<file path="config.mk">
export PLATFORM = sky130hd
export DESIGN_NAME = pta_ram
export DESIGN_NICKNAME = d
export VERILOG_FILES = /design/src/design/pta_ram.sv
export SDC_FILE = /design/constraint.sdc
export NUM_CORES = 1
export LEC_CHECK = 0
export ABC_AREA = 1
export BUFFER_PORTS_ARGS = -buffer_cell sky130_fd_sc_hd__buf_2
export CAP_MARGIN = 20
export CORE_MARGIN = 8
export CORE_UTILIZATION = 50
export DETAILED_ROUTE_END_ITERATION = 8
export PLACE_DENSITY = 0.69
export SETUP_SLACK_MARGIN = 0.15
export SYNTH_ARGS = -nofsm -noshare
export SYNTH_HDL_FRONTEND = slang
export SYNTH_SLANG_ARGS = --single-unit
</file>
<file path="constraint.sdc">
create_clock -name clk -period 2.11 [get_ports clk]
set_clock_uncertainty 0.05 [all_clocks]
set_input_delay 0.422 -clock clk [delete_from_list [all_inputs] [get_ports clk]]
set_output_delay 0.422 -clock clk [all_outputs]
set_load 0.005 [all_outputs]
</file>
<file path="src/design/pta_ram.sv">
// ----------------------------------------------------------------------------
// pta_ram: generic single-write, single-read RAM
// One write port, one read port with registered read data.
// ----------------------------------------------------------------------------
module pta_ram #(
  parameter int WIDTH = 8,
  parameter int DEPTH = 16
) (
  input  logic                     clk,
  input  logic                     we,
  input  logic [$clog2(DEPTH)-1:0] waddr,
  input  logic [WIDTH-1:0]         wdata,
  input  logic [$clog2(DEPTH)-1:0] raddr,
  output logic [WIDTH-1:0]         rdata
);

  logic [WIDTH-1:0] mem [DEPTH];

  always_ff @(posedge clk) begin
    if (we) begin
      mem[waddr] <= wdata;
    end
    rdata <= mem[raddr];
  end

endmodule

</file>
==> flow_summary.yaml, run 1 <==
route:
  drc_errors: 0
  via_per_inst: 5.15
  drtIter0Drc: 494
  wl_um: 12400
  first_pass_iters: 5
  num_vias: 3862
  routedWlPerCell_um: 16.5
  postRouteAntennaNets: 0
global_routing:
  use_met1_pct: 22.1
  met3_usage_pct: 5.16
  grt_max_degree: 46
  grt_util_all_layers_pct: 17.5
  grt_pass1_vias: 3657
  grt_use_met2_pct: 26.7
  antenna_found_initial: 0
  grt_pass1_wl_um: 19400
  grt_busiest_layer: "met2"
  grt-ovfl-total: 0
clock_tree:
  cts_tree: "yes"
  clock_sinks: 136
  cts_root_buf: "clkbuf_16"
  cts_setup_buffers: 0
  clkTransAtPathRegs_ps: 60
  clk_latency_ps: 420
  htree_levels: 4
  holdBufCountCts: 0
  cts_made_buffers: 17
  cts.path.max_buffers: 2
  ctsResizeCount: 0
setup_path:
  critPathBufInv: 1
  r2r-start: "mem[1][7]"
  critPathArrivalTime_ps: 890
  cp-start-kind: "flip-flop"
  rr_endpoint: "rdata[7]"
  cp_slowest_cell: "dfxtp_1"
  end_kind: "output port"
  crit_type: "flip-flop to output port"
  cp.depth: 1
  rrSetupSlack_ps: 990
  path_cells: "buf_2"
  crit_required_ps: 1640
  ff2ff_path_depth: 6
  cp_slowest_stage_delay_ps: 350
  critPathTopFamily: "flip-flops"
  crit_fanout: 1
logic_synthesis:
  syn_nets: 569
  ys_types: 12
  synth-seq-cells: 136
  ys_seq_area_share_pct: 69.4
  netlist_instances: 551
  syn-cell-area_um2: 5770
  yosys_warnings: 0
  syn_area_per_cell_um2: 10.5
floorplanning:
  initial_utilization_pct: 50.9
  dieArea_um2: 15200
  core-area_um2: 11300
  num_rows: 39
  ioPinCount: 26
  dieWidth_um: 123
  die_h_um: 123
sta:
  setup_viol: 0
  hold_viol_final: 0
  max_freq_mhz: 732
  hold_ws_ps: 329
  report.final.slew_viol_count: 0
  fin_crit_ps: 1370
  setup_slack_ps: 745
  min_period_over_period_pct: 64.7
  relSlewSlack_pct: 60.6
  grt_setup_unrepaired: "false"
  tightestPinTransition_ps: 590
  fin_setup_tns_ps: 0
power_and_ir_drop:
  switching_share_pct: 21.3
  vdd_drop_max_v: 0.000492
  pwr-share-comb_pct: 5.6
  p_seq_share_pct: 46.7
  intPower_mw: 5.12
  leakagePower_nw: 2.94
  power_density_nw_per_um2: 966
  p_sw_mw: 1.39
  p_clk_share_pct: 47.7
min_path:
  holdPathStages: 3
  whs_endpoint: "rdata[4]"
  hold_start: "raddr[3]"
  hp-class: "input pin to flip-flop"
place:
  place_area_um2: 6100
  dpl_worst_slack_ps: 419
  dp_hpwl_um: 7650
  io_buffer_count: 25
  globalplace.congestion: 0.881
layout:
  mostFrequentLayoutCells: "nand2_1, edfxtp_1, inv_1, nand3_1, buf_2"
  final_layout_size_suffix_gt1_share_pct: 13.2
  syn_to_final_growth_pct: 16.7
  finalNetCount: 612
  final.fill_count: 913
  finalInstanceArea_um2: 6730
  final_common_cell: "nand2_1"
  fin_util_pct: 59.4
  antenna_cells: 0
status:
  status: "finished, final reports clean"
run:
  cap_violations: 0
power groups by stage:
stage | clock network (mW) | logic, mW | registers [mW]
2_1_floorplan | 0 | 0.213 | 3.09
3_3_place_gp | 0 | 0.361 | 3.09
3_5_place_dp | 0 | 0.366 | 3.09
4_1_cts | 3.14 | 0.368 | 3.04
5_1_grt | 3.26 | 0.403 | 3.04
6_report | 3.10 | 0.364 | 3.04
worst max path at each step:
stage / start / endpoint / slack, ps
4_1_cts: rdata[1] / rdata[1] / 710
6_report: rdata[1] / rdata[1] / 740
5_1_grt: rdata[1] / rdata[1] / 720
3_5_place_dp: raddr[0] / rdata[7] / 420
3_3_place_gp: raddr[0] / rdata[7] / 390
2_1_floorplan: waddr[2] / mem[10][0] / 690
area by class of cell:
| cell class | count | area [um2] | share of cell area [%] |
|---|---|---|---|
| clock inverters | 14 | 199 | 2.96 |
| clock buffers | 18 | 429 | 6.38 |
| multi-input cells | 289 | 1210 | 18.0 |
| repair buffers | 48 | 323 | 4.80 |
| inverters | 102 | 383 | 5.69 |
| flip-flops and latches | 136 | 4000 | 59.5 |
| well taps | 143 | 179 | 2.66 |
metal layers:
layer  wire length [um]  share of wire [%]
met4                378                3.1
met3                898                7.3
met1               5290                 43
met5                  0                  0
met2               5820                 47
per-stage QoR:
step           cells  power [mW]
6_report         750        6.50
5_1_grt          750        6.71
4_1_cts          750        6.55
3_5_place_dp     718        3.46
3_3_place_gp     718        3.45
2_1_floorplan    551        3.31
sequential cells by signal (all words and copies together) (netlist names):
name / cells
mem: 128
rdata: 8
cell usage after synthesis (all sizes together):
master | number | area share [%]
dfxtp | 8 | 2.8
nand2 | 173 | 11
edfxtp | 128 | 67
buf | 24 | 2.9
nor2 | 17 | 1.1
inv | 102 | 6.6
nand3b | 2 | 0.26
nand3 | 97 | 8.4
cells by family (layout without fill, tap and decap cells):
logic type / after synthesis / in the layout / share of synthesized area (%)
DFF: 136 / 136 / 69.4
and+or+nand+nor: 289 / 289 / 21.0
buffers and inverters: 126 / 182 / 9.52
No activity file was read; power rests on OpenSTA's default activity.
==> run 2, diff against run 1 <==
- clock period: 2.11 -> 1.4 ns (I/O delays scaled with it)
==> run 2 against run 1 <==
Non-clock buffer count grew 9. Sequential power grew 51%. Clock power grew 45%. Hold slack lost 150 ps. Clock-buffer cell count is the same. First-iteration DRC count shrank 35%. Sequential cell count is the same. Routed wire length is essentially flat. Register-to-register slack lost 670 ps. Combinational power grew 59%. Critical endpoint unchanged. Largest cell class unchanged.
==> flow_summary.yaml, run 2 (synthesized netlist as in run 1, its figures left out) <==
setup_path:
  ff2ff_path_depth: 6
  critPathArrivalTime_ps: 880
  critPathTopFamily: "flip-flops"
  rrSetupSlack_ps: 320
  crit_required_ps: 1070
  path_cells: "buf_2"
  cp_slowest_cell: "dfxtp_1"
  crit_type: "flip-flop to output port"
  critPathBufInv: 1
  cp-startpoint: "rdata[1]"
  r2r-start: "mem[1][7]"
  crit_fanout: 1
  rr_endpoint: "rdata[7]"
  cp-start-kind: "flip-flop"
  end_kind: "output port"
  cp_slowest_stage_delay_ps: 340
clock_tree:
  cts_tree: "yes"
  cts_setup_buffers: 0
  cts_made_buffers: 17
  cts.path.max_buffers: 2
  clk_latency_ps: 410
  clock_sinks: 136
  ctsResizeCount: 0
  cts_root_buf: "clkbuf_16"
  htree_levels: 4
  holdBufCountCts: 0
  clkTransAtPathRegs_ps: 60
layout:
  top_regs: "mem (128), rdata (8)"
  fin_util_pct: 60.3
  mostFrequentLayoutCells: "nand2_1, edfxtp_1, inv_1, nand3_1, buf_4"
  finalNetCount: 621
  final.fill_count: 915
  fin_cells: 759
  antenna_cells: 0
  final_common_cell: "nand2_1"
  top_register: "mem"
  largest_reg_flops: 128
  final_layout_size_suffix_gt1_share_pct: 14.6
  syn_to_final_growth_pct: 18.3
floorplanning:
  dieWidth_um: 123
  dieArea_um2: 15200
  core-area_um2: 11300
  num_rows: 39
  die_h_um: 123
  initial_utilization_pct: 50.9
  ioPinCount: 26
route:
  postRouteAntennaNets: 0
  met2_length_um: 6100
  wl_met1_um: 5240
  wl_met3_um: 647
  first_pass_iters: 5
  drtIter0Drc: 323
  via_per_inst: 5.09
  num_vias: 3860
  routedWlPerCell_um: 16.3
  wl_um: 12400
  drc_errors: 0
  top_layer_used: "met4"
sta:
  hold_ws_ps: 181
  setup_viol: 0
  grt_setup_unrepaired: "false"
  fin_crit_ps: 1210
  tightestPinTransition_ps: 372
  fin_setup_tns_ps: 0
  max_freq_mhz: 826
  hold_viol_final: 0
  relSlewSlack_pct: 75.2
  report.final.slew_viol_count: 0
  min_period_over_period_pct: 86.5
power_and_ir_drop:
  leakagePower_nw: 3.00
  fin_total_pwr_mw: 9.65
  power_density_nw_per_um2: 1410
  vdd_drop_max_v: 0.000764
place:
  globalplace.congestion: 0.816
  dp_hpwl_um: 8140
  dp.cells: 727
  io_buffer_count: 25
global_routing:
  antenna_found_initial: 0
  grt_util_all_layers_pct: 17.7
  grt_max_degree: 33
  grt-ovfl-total: 0
  grt_pass1_vias: 3988
  grt_pass1_wl_um: 19900
status:
  status: "finished, final reports clean"
run:
  cap_violations: 0
min_path:
  holdPathStages: 3
  whs_endpoint: "rdata[4]"
  hp-class: "input pin to flip-flop"
  hold_start: "raddr[3]"
-- run 2: cell count changes in the layout (fill, tap and decap cells not counted) --
cell,before,now
buf_4,21,26
buf_12,2,6
clkinv_2,0,2
bufinv_16,4,3
clkinv_1,1,0
-- run 2: layout make-up --
| cell class | instances | area [um2] | area share [%] |
|---|---|---|---|
| repair buffers | 57 | 440 | 6.45 |
| clock inverters | 14 | 175 | 2.57 |
| well taps | 143 | 179 | 2.62 |
| multi-input cells | 289 | 1210 | 17.8 |
| inverters | 102 | 383 | 5.61 |
| clock buffers | 18 | 429 | 6.29 |
| flip-flops and latches | 136 | 4000 | 58.7 |
-- run 2: through the flow --
step,area [um2],setup WS (ps)
5_1_grt,6820,161
4_1_cts,6820,170
3_3_place_gp,6220,-7.74
3_5_place_dp,6220,-31.2
6_report,6820,189
2_1_floorplan,5770,119
-- run 2: how the worst max path moves through the flow --
stage	endpoint	slack (ps)	cells after the start
6_report	rdata[1]	190	1
5_1_grt	rdata[2]	160	1
4_1_cts	rdata[1]	170	1
3_5_place_dp	rdata[7]	-30	7
3_3_place_gp	rdata[7]	-8	7
2_1_floorplan	mem[10][0]	120	2
-- run 2: power by group --
part | switching [mW] | total [mW] | internal [mW]
Sequential | 0.0269 | 4.58 | 4.55
Clock | 1.68 | 4.49 | 2.81
Combinational | 0.381 | 0.577 | 0.196
Total | 2.09 | 9.65 | 7.56
-- run 2: per-layer routing --
metal  vias up  GRT usage [%]
li1       1875              -
met3        33           4.20
met4         0           11.1
met2       117           28.2
met1      1835           21.4
met5         -              0
==> run 3, diff against run 2 <==
- PLACE_DENSITY: 0.69 -> 0.72
- clock period: 1.4 -> 1 ns (I/O delays scaled with it)
==> run 3 against run 2 <==
The run now ends with negative setup slack left. Routed wire length rose by 4.4%. First-iteration DRC count rose by 37%. Total power rose by 42%. Largest cell class unchanged. Sequential share of layout area fell by 3.9 points. Global-route usage rose by 0.63 points. Largest power group unchanged. Critical path depth did not move.
==> flow_summary.yaml, run 3 (synthesized netlist as in run 1, its figures left out) <==
layout:
  multi_input_area_um2: 1680
  largest_reg_flops: 128
  antenna_cells: 0
  top_register: "mem"
  finalInstanceArea_um2: 7320
  mostFrequentLayoutCells: "nand2_1, edfxtp_1, inv_1, nand3_2, nand3_1"
  regArea_um2: 4010
  final.fill_count: 853
  finalNetCount: 614
  syn_to_final_growth_pct: 27.0
  top_regs: "mem (128), rdata (8)"
  final_common_cell: "nand2_1"
  final_layout_size_suffix_gt1_share_pct: 32.3
clock_tree:
  htree_levels: 4
  cts_root_buf: "clkbuf_16"
  clkTransAtPathRegs_ps: 60
  clk_latency_ps: 420
  clock_sinks: 136
  cts.path.max_buffers: 2
  cts_tree: "yes"
  cts_made_buffers: 17
setup_path:
  r2r-start: "mem[3][5]"
  crit_required_ps: 750
  cp_slowest_cell: "dfxtp_2"
  cp-start-kind: "flip-flop"
  critPathArrivalTime_ps: 850
  cp-startpoint: "rdata[3]"
  crit_type: "flip-flop to output port"
  rrSetupSlack_ps: -10
  cp_slowest_stage_delay_ps: 330
  critPathTopFamily: "flip-flops"
  crit_fanout: 1
  rr_endpoint: "rdata[5]"
  end_kind: "output port"
  ff2ff_path_depth: 6
  path_cells: "buf_6"
  critPathBufInv: 1
sta:
  min_period_over_period_pct: 110
  relSlewSlack_pct: 71.8
  fin_setup_tns_ps: -693
  grt_setup_unrepaired: "true"
  setup_viol: 11
  fin_crit_ps: 1100
  tightestPinTransition_ps: 422
  report.final.slew_viol_count: 0
  hold_viol_final: 0
  setup_slack_ps: -102
  max_freq_mhz: 907
floorplanning:
  ioPinCount: 26
  dieArea_um2: 15200
  initial_utilization_pct: 50.9
  die_h_um: 123
  core-area_um2: 11300
  num_rows: 39
  dieWidth_um: 123
route:
  first_pass_iters: 5
  via_per_inst: 5.17
  postRouteAntennaNets: 0
  drc_errors: 0
  drtIter0Drc: 444
  wl_um: 12900
  routedWlPerCell_um: 17.2
  num_vias: 3888
global_routing:
  antenna_found_initial: 0
  grt_util_all_layers_pct: 18.3
  grt-ovfl-total: 0
  grt_pass1_wl_um: 20300
  grt_max_degree: 36
  grt_pass1_vias: 3859
place:
  dp_hpwl_um: 7950
  place_area_um2: 6350
  globalplace.congestion: 0.925
  io_buffer_count: 25
min_path:
  holdPathStages: 3
  hp-class: "input pin to flip-flop"
  whs_endpoint: "rdata[5]"
  hold_start: "raddr[3]"
power_and_ir_drop:
  leakagePower_nw: 3.10
  fin_total_pwr_mw: 13.7
  power_density_nw_per_um2: 1880
  vdd_drop_max_v: 0.00166
run:
  cap_violations: 0
status:
  violations: "negative setup slack"
  status: "complete, but fails checks"
## run 3: cell count changes in the layout (fill, tap and decap cells not counted), sizes merged
cell      previous run  this run
buf                 57        50
clkinvlp             3         6
inv                104       102
clkbuf              18        17
## run 3: area by class of cell
| type | count | share of cell area (%) |
|---|---|---|
| multi-input combinational | 289 | 23.0 |
| sequential | 136 | 54.7 |
| timing repair buffer | 50 | 6.20 |
| inverter | 102 | 5.40 |
| clock inverter | 15 | 2.46 |
| tap | 143 | 2.44 |
| clock buffer | 17 | 5.81 |
## run 3: what timing repair did
action,4_1_cts,5_1_grt
hold buffers,0,0
resized for setup,45,43
pin swaps,39,35
endpoints found under the hold margin,0,0
setup endpoints to repair,56,111
buffers inserted,1,0
## run 3: metal layers
metal  wire length [um]  track usage, %
met1               5270            22.7
met2               6510            30.0
met3                861            4.61
met4                301            7.98
met5                  0               0
## run 3: metrics by stage
step                      utilization (%)  cells  setup slack [ps]  hold slack, ps
after global routing                 64.7    752              -122            30.6
after detailed placement             56.1    719              -301             454
final                                64.7    752              -102            25.1
after CTS                            63.3    752              -122            16.8
after floorplan                         -    551              -124             249
after global placement               56.1    719              -290             450
## run 3: worst max-delay path by stage
stage / endpoint / slack, ps / cells past startpoint
finish: rdata[3] / -100 / 1
global route: rdata[3] / -120 / 1
CTS: rdata[3] / -120 / 1
detailed placement: mem[15][6] / -300 / 4
global placement: mem[6][3] / -290 / 4
floorplan: mem[10][0] / -120 / 2
## run 3: where the power goes
| part | leakage (nW) | internal [mW] | total, mW | switching (mW) |
|---|---|---|---|---|
| clock network | 0.277 | 3.91 | 6.29 | 2.37 |
| registers | 1.22 | 6.38 | 6.42 | 0.0411 |
| logic | 1.60 | 0.362 | 1.03 | 0.669 |
| total | 3.10 | 10.7 | 13.7 | 3.08 |
## run 3: worst reg2reg max path, stage by stage, from the launching register on
cell	delay, ps
edfxtp_1	400
nand2_2	90
nand2_2	50
nand2_2	60
nand3_2	80
nand3_2	110
nand2_1	70
