==> src/design/pta_pkg.sv <==
// ----------------------------------------------------------------------------
// pta_pkg: shared types and constants for the page translate/allocate block
// Field widths, status codes, register indexes and the LFSR step.
// ----------------------------------------------------------------------------
package pta_pkg;

  localparam int FRAMES_DEF      = 4096;
  localparam int MAX_PROBES_DEF  = 1000;
  localparam int THREAD_BITS_DEF = 8;

  localparam int PAGE_BITS = 36;
  localparam int ADDR_W    = 48;
  localparam int TID_IN_W  = 8;
  localparam int PHYS_W    = 32;
  localparam int LFSR_W    = 32;
  localparam int MAX_SHIFT = 12;
  localparam int SH_W      = 4;
  localparam int NF_W      = 13;
  localparam int CFG_IDX_W = 4;

  // Remainder unit: bits retired per cycle
  localparam int MOD_BITS = 4;

  // Table-full threshold: misses * FULL_DEN >= frames * FULL_NUM
  localparam int FULL_NUM = 19;
  localparam int FULL_DEN = 20;

  localparam logic [LFSR_W-1:0] LFSR_TAPS = 32'h8020_0003;

  localparam logic [NF_W-1:0] NUM_FRAMES_RST = 13'd4096;
  localparam logic [SH_W-1:0] PAGE_LOG2_RST  = 4'd6;

  typedef enum logic [1:0] {
    ST_OK      = 2'd0,
    ST_WIDE    = 2'd1,
    ST_FULL    = 2'd2,
    ST_NOFRAME = 2'd3
  } status_t;

  typedef enum logic [CFG_IDX_W-1:0] {
    REG_NUM_FRAMES = 4'd0,
    REG_PAGE_LOG2  = 4'd1
  } cfg_reg_t;

  // Galois step, shift right
  function automatic logic [LFSR_W-1:0] lfsr_next(input logic [LFSR_W-1:0] s);
    logic [LFSR_W-1:0] t;
    t = s >> 1;
    if (s[0]) begin
      t = t ^ LFSR_TAPS;
    end
    return t;
  endfunction

endpackage

==> src/design/pta_mod.sv <==
// ----------------------------------------------------------------------------
// pta_mod: iterative remainder of a 32-bit word by a narrow divisor
// Restoring remainder, MOD_BITS quotient bits per cycle; done pulses once.
// ----------------------------------------------------------------------------
module pta_mod #(
  parameter int N_W = 13
) (
  input  logic                        clk,
  input  logic                        rst,
  input  logic                        start,
  input  logic [pta_pkg::LFSR_W-1:0]  dividend,
  input  logic [N_W-1:0]              divisor,
  output logic                        done,
  output logic [N_W-1:0]              rem
);

  localparam int STEPS = pta_pkg::LFSR_W / pta_pkg::MOD_BITS;
  localparam int CNT_W = (STEPS > 1) ? $clog2(STEPS) : 1;

  logic                       busy;
  logic [CNT_W-1:0]           cnt;
  logic [pta_pkg::LFSR_W-1:0] q;
  logic [N_W-1:0]             r;
  logic [N_W-1:0]             d_q;
  logic [pta_pkg::LFSR_W-1:0] q_next;
  logic [N_W-1:0]             r_next;

  always_comb begin
    logic [N_W:0] rr;
    q_next = q;
    r_next = r;
    for (int k = 0; k < pta_pkg::MOD_BITS; k++) begin
      rr = {r_next, q_next[pta_pkg::LFSR_W-1]};
      q_next = q_next << 1;
      if (rr >= {1'b0, d_q}) begin
        rr = rr - {1'b0, d_q};
      end
      r_next = rr[N_W-1:0];
    end
  end

  always_ff @(posedge clk) begin
    if (rst) begin
      busy <= 1'b0;
      done <= 1'b0;
      cnt  <= '0;
    end else begin
      done <= 1'b0;
      if (start) begin
        busy <= 1'b1;
        cnt  <= '0;
      end else if (busy) begin
        cnt <= cnt + 1'b1;
        if (cnt == CNT_W'(STEPS - 1)) begin
          busy <= 1'b0;
          done <= 1'b1;
        end
      end
    end
  end

  always_ff @(posedge clk) begin
    if (start) begin
      q   <= dividend;
      r   <= '0;
      d_q <= divisor;
    end else if (busy) begin
      q <= q_next;
      r <= r_next;
    end
  end

  assign rem = r;

endmodule

==> config.mk <==
export PLATFORM = sky130hd
export DESIGN_NAME = pta_mod
export DESIGN_NICKNAME = d
export VERILOG_FILES = /design/src/design/pta_pkg.sv /design/src/design/pta_mod.sv
export SDC_FILE = /design/constraint.sdc
export NUM_CORES = 1
export LEC_CHECK = 0
export BUFFER_PORTS_ARGS = -buffer_cell sky130_fd_sc_hd__buf_4
export CORE_MARGIN = 4
export CORE_UTILIZATION = 50
export DETAILED_ROUTE_END_ITERATION = 6
export PLACE_DENSITY = 0.82
export SLEW_MARGIN = 20
export SYNTH_ARGS = -nofsm -noshare
export SYNTH_HDL_FRONTEND = slang
export SYNTH_SLANG_ARGS = --single-unit
export TNS_END_PERCENT = 100
==> constraint.sdc <==
create_clock -name clk -period 12.2 [get_ports clk]
set_input_delay 1.22 -clock clk [delete_from_list [all_inputs] [get_ports clk]]
set_output_delay 1.22 -clock clk [all_outputs]
set_load 0.05 [all_outputs]
==> reports/metrics.yaml, run 1 <==
areaGrowthSynthToFinish_pct: 14.6
die_x_um: 112
clock.fmax_ghz: 0.0886
ys_async_sr_fraction: 0
yosysSeqAreaShare: 0.319
critPathTopFamily: "compound AO/OA/AOI/OAI gates"
reg2reg_to: "rem[0]$_SDFFE_PP0P_"
drt_iter0_drc: 328
core_area_um2: 10400
rows: 37
antenna_found_initial: 0
dieArea_um2: 12500
clockBufferDepth: 2
syn_area_per_cell_um2: 9.61
ff2ff_setup_slack_ns: 0.91
max_slew_margin: 0.291
regArea_um2: 1710
multi_input_area_um2: 3460
ys_seq_elements: 63
clock-sinks: 63
fin_util: 0.591
arrival_ns: 11.55
cts_inserted_buffers: 9
die_h_um: 112
grt_pass1_wl_um: 23200
drive_gt1_frac: 0.211
grt_max_degree: 65
cts_tree: "done"
post-cts-setup-buffers: 0
path_max_fanout: 20
crit_buf_inv: 0
crit_end: "rem[0]$_SDFFE_PP0P_"
synth_area_um2: 5370
root_buffer: "clkbuf_8"
grt_pass1_vias: 4595
hold_viol_final: 0
n_fill_cell: 891
reg2reg_from: "d_q[0]$_DFFE_PP_"
hold_buffers: 0
synth_ff_type: "edfxtp_1"
synth.distinct_cells: 54
final_common_cell: "buf_4"
hold_slack_ns: 0.549
vias: 4566
cts_resized: 0
avgViaCountPerCell: 6.04
reg2regPathDepth: 35
path_depth: 35
criticalPathCategory: "flop to flop"
insertion_delay_ns: 0.34
synth_cells: 559
rsz0062_at_grt: "false"
drc: 0
status: "complete, no violations"
place_hpwl_um: 11100
synthesis.nets: 665
cpMaxStageDelayCell: "or3_1"
wirelength_um: 14100
routabilityCongestion: 0.933
antenna_cells: 0
finClkSkew_ns: 0.00887
overflow: 0
h-tree-depth: 3
finalSetupViolCount: 0
synth_warnings: 0
critical_path.startpoint: "d_q[0]$_DFFE_PP_"
final_nets: 721
start_util: 0.516
finalCritPeriodShare: 0.926
min_from: "q[20]$_DFFE_PP_"
hp-class: "flop to flop"
boundaryPins: 62
design_area_um2: 6160
worst_slew_pin_slew_ns: 1.06
io_buffers: 61
drv_slew: 0
grt_use_total: 0.228
critPathMaxStageDelay_ns: 0.69
final_cell_mix: "buf_4 (61), nor2_1 (54), ha_1 (54)"
synth_edf_count: 45
antenna_left: 0
cp_data_required_time_ns: 12.45
min_period_ns: 11.29
drv_cap: 0
start_kind: "flop"
post_drt_wl_per_cell_um: 18.7
path_clk_slew_ns: 0.07
placed_area_um2: 5920
dr.pass1.iters: 5
finalSetupTns_ns: 0
crit_path_end_kind: "flop"
## Yosys cell counts (all sizes together), types with 2 or more instances
cell / count / area, um2
nor2b: 10 / 62.6
edfxtp: 45 / 1350
o211ai: 3 / 22.5
or2: 4 / 25.0
nor4: 4 / 25.0
nor3: 13 / 65.1
a21boi: 4 / 30.0
o21a: 12 / 90.1
o31ai: 4 / 30.0
a21o: 6 / 45.0
nand2: 18 / 67.6
inv: 33 / 124
mux2i: 13 / 130
buf: 6 / 38.8
dfxtp: 18 / 360
or3: 3 / 18.8
nor2: 54 / 203
ha: 54 / 676
or4: 2 / 15.0
a211o: 2 / 17.5
a21oi: 44 / 220
nand3: 3 / 15.0
and3: 4 / 25.0
o31a: 4 / 35.0
nand2b: 11 / 68.8
a221o: 3 / 30.0
and2: 5 / 31.3
a211oi: 17 / 128
o41a: 3 / 33.8
mux2: 47 / 529
o21bai: 3 / 22.5
fa: 4 / 80.1
nand4: 9 / 56.3
a31oi: 3 / 18.8
o21ai: 25 / 125
nor4b: 3 / 26.3
nor3b: 5 / 37.5
clkbuf: 10 / 37.5
xnor2: 30 / 263
xor2: 7 / 61.3
## worst reg2reg max path, delay by kind of cell, from the launching register on
kind / cells / cell delay (ns)
flops: 1 / 0.48
mux: 2 / 0.87
compound gates: 20 / 5.62
simple gates: 8 / 2.50
fa+ha+maj: 5 / 1.77
## per-layer routing
layer	global-route usage	share of wire	up-vias
li1	-	-	2190
met1	0.289	0.43	2169
met2	0.387	0.49	172
met3	0.0511	0.056	35
met4	0.0706	0.025	0
met5	0	0	-
## state kept, by name, indices dropped and copies added (netlist names)
register	flops
q	32
busy	1
cnt	3
rem	13
d_q	13
done	1
## how the worst min path moves through the flow
stage	to	depth (start not counted)
global route	cnt[2]$_SDFFE_PP0P_	2
finish	q[24]$_DFFE_PP_	1
CTS	rem[7]$_SDFFE_PP0P_	2
detailed placement	q[25]$_DFFE_PP_	1
floorplan	cnt[1]$_SDFFE_PP0P_	2
global placement	cnt[2]$_SDFFE_PP0P_	2
## cell families (layout without fill, tap and decap cells)
kind of cell,after synthesis,in the layout,synth area share
AO/OA/AOI/OAI,141,141,0.177
XOR/XNOR,37,37,0.0603
buffers and inverters,49,110,0.0373
adder cells (fa/ha/maj),58,58,0.141
flip-flops,63,63,0.319
AND/OR/NAND/NOR,151,151,0.143
multiplexers,60,60,0.123
## per-stage QoR
stage / cells / setup WS [ns]
floorplan: 559 / 2.67
global placement: 740 / 1.70
detailed placement: 740 / 1.28
CTS: 756 / 1.20
global route: 756 / 0.0636
finish: 756 / 0.908
## layout make-up
class	count	share of cell area
Timing Repair Buffer	61	0.0743
Sequential cell	63	0.278
Clock buffer	9	0.0201
Clock inverter	7	0.0181
Inverter	33	0.0201
Multi-Input combinational cell	447	0.562
Tap cell	136	0.0276
Power of run 1 is left out: the tool's default activity adds up to more than one toggle a clock period on the data nets, which glitch-free logic cannot reach.
==> inputs of run 2 (changes only) <==
--- a/config.mk
+++ b/config.mk
@@ -6,10 +6,12 @@
 export NUM_CORES = 1
 export LEC_CHECK = 0
 export BUFFER_PORTS_ARGS = -buffer_cell sky130_fd_sc_hd__buf_4
+export CELL_PAD_IN_SITES_DETAIL_PLACEMENT = 2
+export CELL_PAD_IN_SITES_GLOBAL_PLACEMENT = 2
 export CORE_MARGIN = 4
-export CORE_UTILIZATION = 50
+export CORE_UTILIZATION = 38
 export DETAILED_ROUTE_END_ITERATION = 6
-export PLACE_DENSITY = 0.82
+export PLACE_DENSITY = 0.94
 export SLEW_MARGIN = 20
 export SYNTH_ARGS = -nofsm -noshare
 export SYNTH_HDL_FRONTEND = slang
==> constraint.sdc (replaced) <==
create_clock -name clk -period 12.2 [get_ports clk]
set_input_delay 0 -clock clk [delete_from_list [all_inputs] [get_ports clk]]
set_output_delay 0 -clock clk [all_outputs]
set_load 0.05 [all_outputs]
==> run 2 against run 1 <==
Cell area rose by 9.3%. Routed wire length rose by 52%. First-iteration DRC count fell by 8.5%. Clock skew fell by 0.0019 ns. Critical path depth rose by 1. Flip-flop and latch count did not move. Register-to-register slack got worse by 0.14 ns. Worst setup slack got worse by 0.14 ns. Critical endpoint unchanged.
==> reports/metrics.yaml, run 2 (synthesis gave the netlist of run 1 again) <==
status: "complete, no violations"
rsz0062_at_grt: "false"
min_period_ns: 11.43  # +0.141 ns
hold_viol_final: 0  # unchanged
drv_slew: 0  # unchanged
largest_register_ffs: 32  # unchanged
cts_inserted_buffers: 9  # unchanged
drv_cap: 0  # unchanged
max_slew_margin: 0.446  # +0.155
avgViaCountPerCell: 5.90  # -2.2%
dieArea_um2: 16100  # +29%
criticalPathCategory: "flop to flop"
path_max_fanout: 20  # unchanged
worst_slew_pin_slew_ns: 0.830  # -0.231 ns
clockBufferDepth: 2  # unchanged
holdPathStages: 2  # +1
die_h_um: 127  # +14%
antenna_left: 0  # unchanged
grt_pass1_vias: 5669  # +23%
critPathMaxStageDelay_ns: 0.70  # about the same
finalCritPeriodShare: 0.937  # +0.0116
boundaryPins: 62  # unchanged
dr.pass1.iters: 5  # unchanged
reg2regPathDepth: 36  # +2.9%
start_kind: "flop"
routabilityCongestion: 0.965  # +3.5%
regMostFlops: "q"
insertion_delay_ns: 0.33  # about the same
die_x_um: 127  # +14%
finClkSkew_ns: 0.00702  # -0.00185 ns
vias: 4989  # +9.3%
core_area_um2: 13900  # +33%
path_clk_slew_ns: 0.05  # -0.02 ns
grt_max_degree: 65  # unchanged
drt_iter0_drc: 300  # -8.5%
cts_tree: "done"
drive_gt1_frac: 0.202  # -0.00979
start_util: 0.387  # -0.129
io_buffers: 61  # unchanged
drc: 0  # unchanged
grt_use_total: 0.266  # +0.0382
arrival_ns: 11.67  # +0.12 ns
areaGrowthSynthToFinish_pct: 25.4
antenna_found_initial: 0  # unchanged
root_buffer: "clkbuf_16"
cp_data_required_time_ns: 12.43  # -0.02 ns
finalSetupViolCount: 0  # unchanged
rows: 43  # +16%
final_nets: 766  # +6.2%
h-tree-depth: 3  # unchanged
hp-class: "input port to flop"
crit_path_end_kind: "flop"
finalSetupTns_ns: 0  # unchanged
final_common_cell: "buf_4"
overflow: 0  # unchanged
clock.fmax_ghz: 0.0875  # -1.2%
clock-sinks: 63  # unchanged
place_hpwl_um: 15400  # +38%
final_cell_mix: "buf_4 (61), nor2_1 (54), ha_1 (54)"
wirelength_um: 21400  # +52%
grt_pass1_wl_um: 32900  # +42%
post_drt_wl_per_cell_um: 25.4  # +36%
antenna_cells: 0  # unchanged
cpMaxStageDelayCell: "or3_1"
==> run 2: changes by cell type in the layout (fill, tap and decap cells not counted), moves of 3 or more <==
cell,before,now
dlygate4sd3_1,0,44
clkbuf_16,0,9
clkbuf_8,9,3
bufinv_16,3,0
==> run 2: worst paths after layout <==
kind	start	endpoint	slack, ns
worst min register to register	cnt[0]$_SDFFE_PP0P_	cnt[0]$_SDFFE_PP0P_	0.55
worst min-delay path	dividend[29]	q[29]$_DFFE_PP_	0.008
worst max register to register	d_q[1]$_DFFE_PP_	rem[0]$_SDFFE_PP0P_	0.77
worst max-delay path	d_q[1]$_DFFE_PP_	rem[0]$_SDFFE_PP0P_	0.77
==> run 2: repair_timing <==
item,4_1_cts,5_1_grt
gates resized for setup,0,2
hold buffers,43,1
setup endpoints to repair,0,13
endpoints found under the hold margin,47,1
setup buffers,0,1
==> run 2: critical path: cells and delay by family, from the launching register on <==
kind            cells  cell delay [ns]
fa+ha+maj           4             1.31
mux                 2             0.80
compound gates     20             6.21
flops               1             0.55
simple gates        8             2.09
buf+inv             2             0.35
==> run 2: cell type report <==
cell class,count,area [um2]
clock inverter,3,16.3
timing repair buffer,106,918
multi-input combinational,447,3470
tap,180,225
inverter,33,124
fill,1454,7150
sequential,63,1710
clock buffer,13,270
==> run 2: per-layer routing <==
metal | global-route usage | wire, um
met5 | 0 | 0
met4 | 0.141 | 1180
met3 | 0.0349 | 801
met2 | 0.491 | 11100
met1 | 0.295 | 8360
==> run 2: metrics by stage <==
| step | worst slack, ns | instance area [um2] | util | hold WS [ns] | std cells |
|---|---|---|---|---|---|
| 3_5_place_dp | 0.678 | 5980 | 0.431 | 0.183 | 784 |
| 3_3_place_gp | 1.63 | 5980 | 0.431 | 0.179 | 784 |
| 4_1_cts | 0.600 | 6700 | 0.482 | 0.00477 | 843 |
| 5_1_grt | 0.0417 | 6740 | 0.485 | 0.00932 | 845 |
| 6_report | 0.766 | 6740 | 0.485 | 0.00814 | 845 |
| 2_1_floorplan | 2.67 | 5370 | - | 0.0724 | 559 |
Power of run 2 is left out for the same reason.
==> inputs of run 3 (changes only) <==
--- a/config.mk
+++ b/config.mk
@@ -9,9 +9,11 @@
 export CELL_PAD_IN_SITES_DETAIL_PLACEMENT = 2
 export CELL_PAD_IN_SITES_GLOBAL_PLACEMENT = 2
 export CORE_MARGIN = 4
-export CORE_UTILIZATION = 38
+export CORE_UTILIZATION = 39
+export CTS_BUF_LIST = sky130_fd_sc_hd__clkbuf_4 sky130_fd_sc_hd__clkbuf_8
+export CTS_CLUSTER_DIAMETER = 50
 export DETAILED_ROUTE_END_ITERATION = 6
-export PLACE_DENSITY = 0.94
+export PLACE_DENSITY = 0.95
 export SLEW_MARGIN = 20
 export SYNTH_ARGS = -nofsm -noshare
 export SYNTH_HDL_FRONTEND = slang
==> run 3 against run 2 <==
Critical path type unchanged. Largest cell class unchanged. Global-route usage is 2.9 points higher. Sequential share of layout area is 0.17 points higher. Critical endpoint unchanged. Via count is 3.1% higher. Clock-buffer cell count stayed put. Highest routed layer is now met5. Routed wire length is 9.5% higher. Maximum frequency is 4.9% lower.
==> reports/metrics.yaml, run 3 (synthesis gave the netlist of run 1 again) <==
final_nets: 772  # +0.78%
antenna_cells: 0  # unchanged
reg2reg_to: "rem[0]$_SDFFE_PP0P_"
io_buffers: 61  # unchanged
clock-sinks: 63  # unchanged
status: "complete, no violations"
arrival_ns: 12.26  # +0.59 ns
reg2reg_from: "d_q[0]$_DFFE_PP_"
dieArea_um2: 15700  # -2.4%
drv_slew: 0  # unchanged
final-instance-count-excl-fill: 847  # +0.24%
critPathMaxStageDelay_ns: 0.58  # -0.12 ns
dp_cells: 780  # -0.51%
core_area_um2: 13300  # -3.8%
vias: 5143  # +3.1%
final_cell_mix: "buf_4 (66), nor2_1 (54), ha_1 (54)"
reg2regPathDepth: 36  # unchanged
routabilityCongestion: 0.941  # -2.5%
max_slew_margin: 0.445  # -0.00170
boundaryPins: 62  # unchanged
finalSetupViolCount: 0  # unchanged
min_from: "start"
antenna_found_initial: 1  # +1
ff2ff_setup_slack_ns: 0.18  # -0.58 ns
avgViaCountPerCell: 6.07  # +2.8%
cts_inserted_buffers: 9  # unchanged
crit_path_end_kind: "flop"
start_kind: "flop"
largest_register_ffs: 32  # unchanged
finalCritPeriodShare: 0.985  # +0.0478
drv_cap: 0  # unchanged
wirelength_um: 23500  # +9.5%
clockBufferDepth: 2  # unchanged
drive_gt1_frac: 0.209  # +0.00714
worst_slew_pin_slew_ns: 0.833  # +0.00255 ns
min_period_ns: 12.02  # +0.583 ns
dr.pass1.iters: 5  # unchanged
finClkSkew_ns: 0.00986  # +0.00284 ns
rows: 42  # -2.3%
h-tree-depth: 3  # unchanged
final_common_cell: "buf_4"
place_hpwl_um: 15300  # -0.38%
clock.fmax_ghz: 0.0832  # -4.9%
path_max_fanout: 20  # unchanged
start_util: 0.403  # +0.0155
drt_iter0_drc: 418  # +39%
hp-class: "input port to flop"
grt_use_total: 0.295  # +0.0290
regMostFlops: "q"
die_h_um: 125  # -1.2%
areaGrowthSynthToFinish_pct: 24.5
root_buffer: "clkbuf_8"
grt_max_degree: 65  # unchanged
grt_pass1_wl_um: 35300  # +7.5%
criticalPathCategory: "flop to flop"
cts_tree: "done"
cpMaxStageDelayCell: "a211oi_1"
grt_pass1_vias: 5783  # +2.0%
holdPathStages: 1  # -1
insertion_delay_ns: 0.36  # +0.03 ns
cp_data_required_time_ns: 12.44  # about the same
drc: 0  # unchanged
antenna_left: 0  # unchanged
worstHoldEndpoint: "d_q[12]$_DFFE_PP_"
hold_viol_final: 0  # unchanged
die_x_um: 125  # -1.2%
path_clk_slew_ns: 0.07  # +0.02 ns
overflow: 0  # unchanged
hold_slack_ns: 0.239  # +0.231 ns
post_drt_wl_per_cell_um: 27.7  # +9.3%
## run 3: cell count changes in the layout (fill, tap and decap cells not counted), moves of 2 or more
cell,previous run,this run
clkbuf_4,0,2
buf_4,61,66
clkbuf_16,9,0
dlygate4sd3_1,44,46
clkbuf_8,3,11
## run 3: worst max-delay path by stage
| stage | from | end | slack, ns | depth (start not counted) |
|---|---|---|---|---|
| final | d_q[0]$_DFFE_PP_ | rem[0]$_SDFFE_PP0P_ | 0.18 | 36 |
| after global routing | d_q[0]$_DFFE_PP_ | rem[1]$_SDFFE_PP0P_ | -0.35 | 36 |
| after CTS | d_q[0]$_DFFE_PP_ | rem[0]$_SDFFE_PP0P_ | 0.57 | 35 |
| after detailed placement | d_q[0]$_DFFE_PP_ | rem[0]$_SDFFE_PP0P_ | 0.69 | 35 |
| after global placement | d_q[0]$_DFFE_PP_ | rem[1]$_SDFFE_PP0P_ | 1.42 | 35 |
| after floorplan | rem[3]$_SDFFE_PP0P_ | rem[0]$_SDFFE_PP0P_ | 2.67 | 39 |
## run 3: per-stage QoR
stage               area, um2   util  setup slack, ns  setup TNS [ns]
finish                   6690  0.501            0.183               0
global route             6690  0.501           -0.352           -1.93
CTS                      6640  0.498            0.572               0
detailed placement       5970  0.448            0.690               0
global placement         5970  0.448             1.42               0
floorplan                5370      -             2.67               0
## run 3: timing repair
action,in CTS,in global routing
buffers inserted,0,5
endpoints found under the hold margin,50,0
gates resized for setup,0,2
endpoints found under the setup margin,0,13
hold buffers,46,0
## run 3: critical path: cells and delay by family (launching register included)
family	cells	cell delay [ns]
and+or+nand+nor	8	2.02
DFF	1	0.53
AOI/OAI and AO/OA	20	6.48
adders and majority gates	5	1.84
muxes	2	0.81
buffers and inverters	1	0.19
## run 3: final cells by class
class	count	area, um2
tap	176	220
clock buffer	13	166
timing repair buffer	112	956
multi-input combinational	447	3470
clock inverter	3	42.5
fill	1385	6660
inverter	33	124
sequential	63	1710
## run 3: per-layer routing
metal,up-vias,global-route usage,part of all wire,wire (um)
li1,2296,-,-,-
met1,2563,0.325,0.39,9160
met2,204,0.531,0.50,11700
met3,78,0.0606,0.050,1180
met4,2,0.159,0.063,1470
met5,-,0,0.00055,13
Power of run 3 is left out for the same reason.
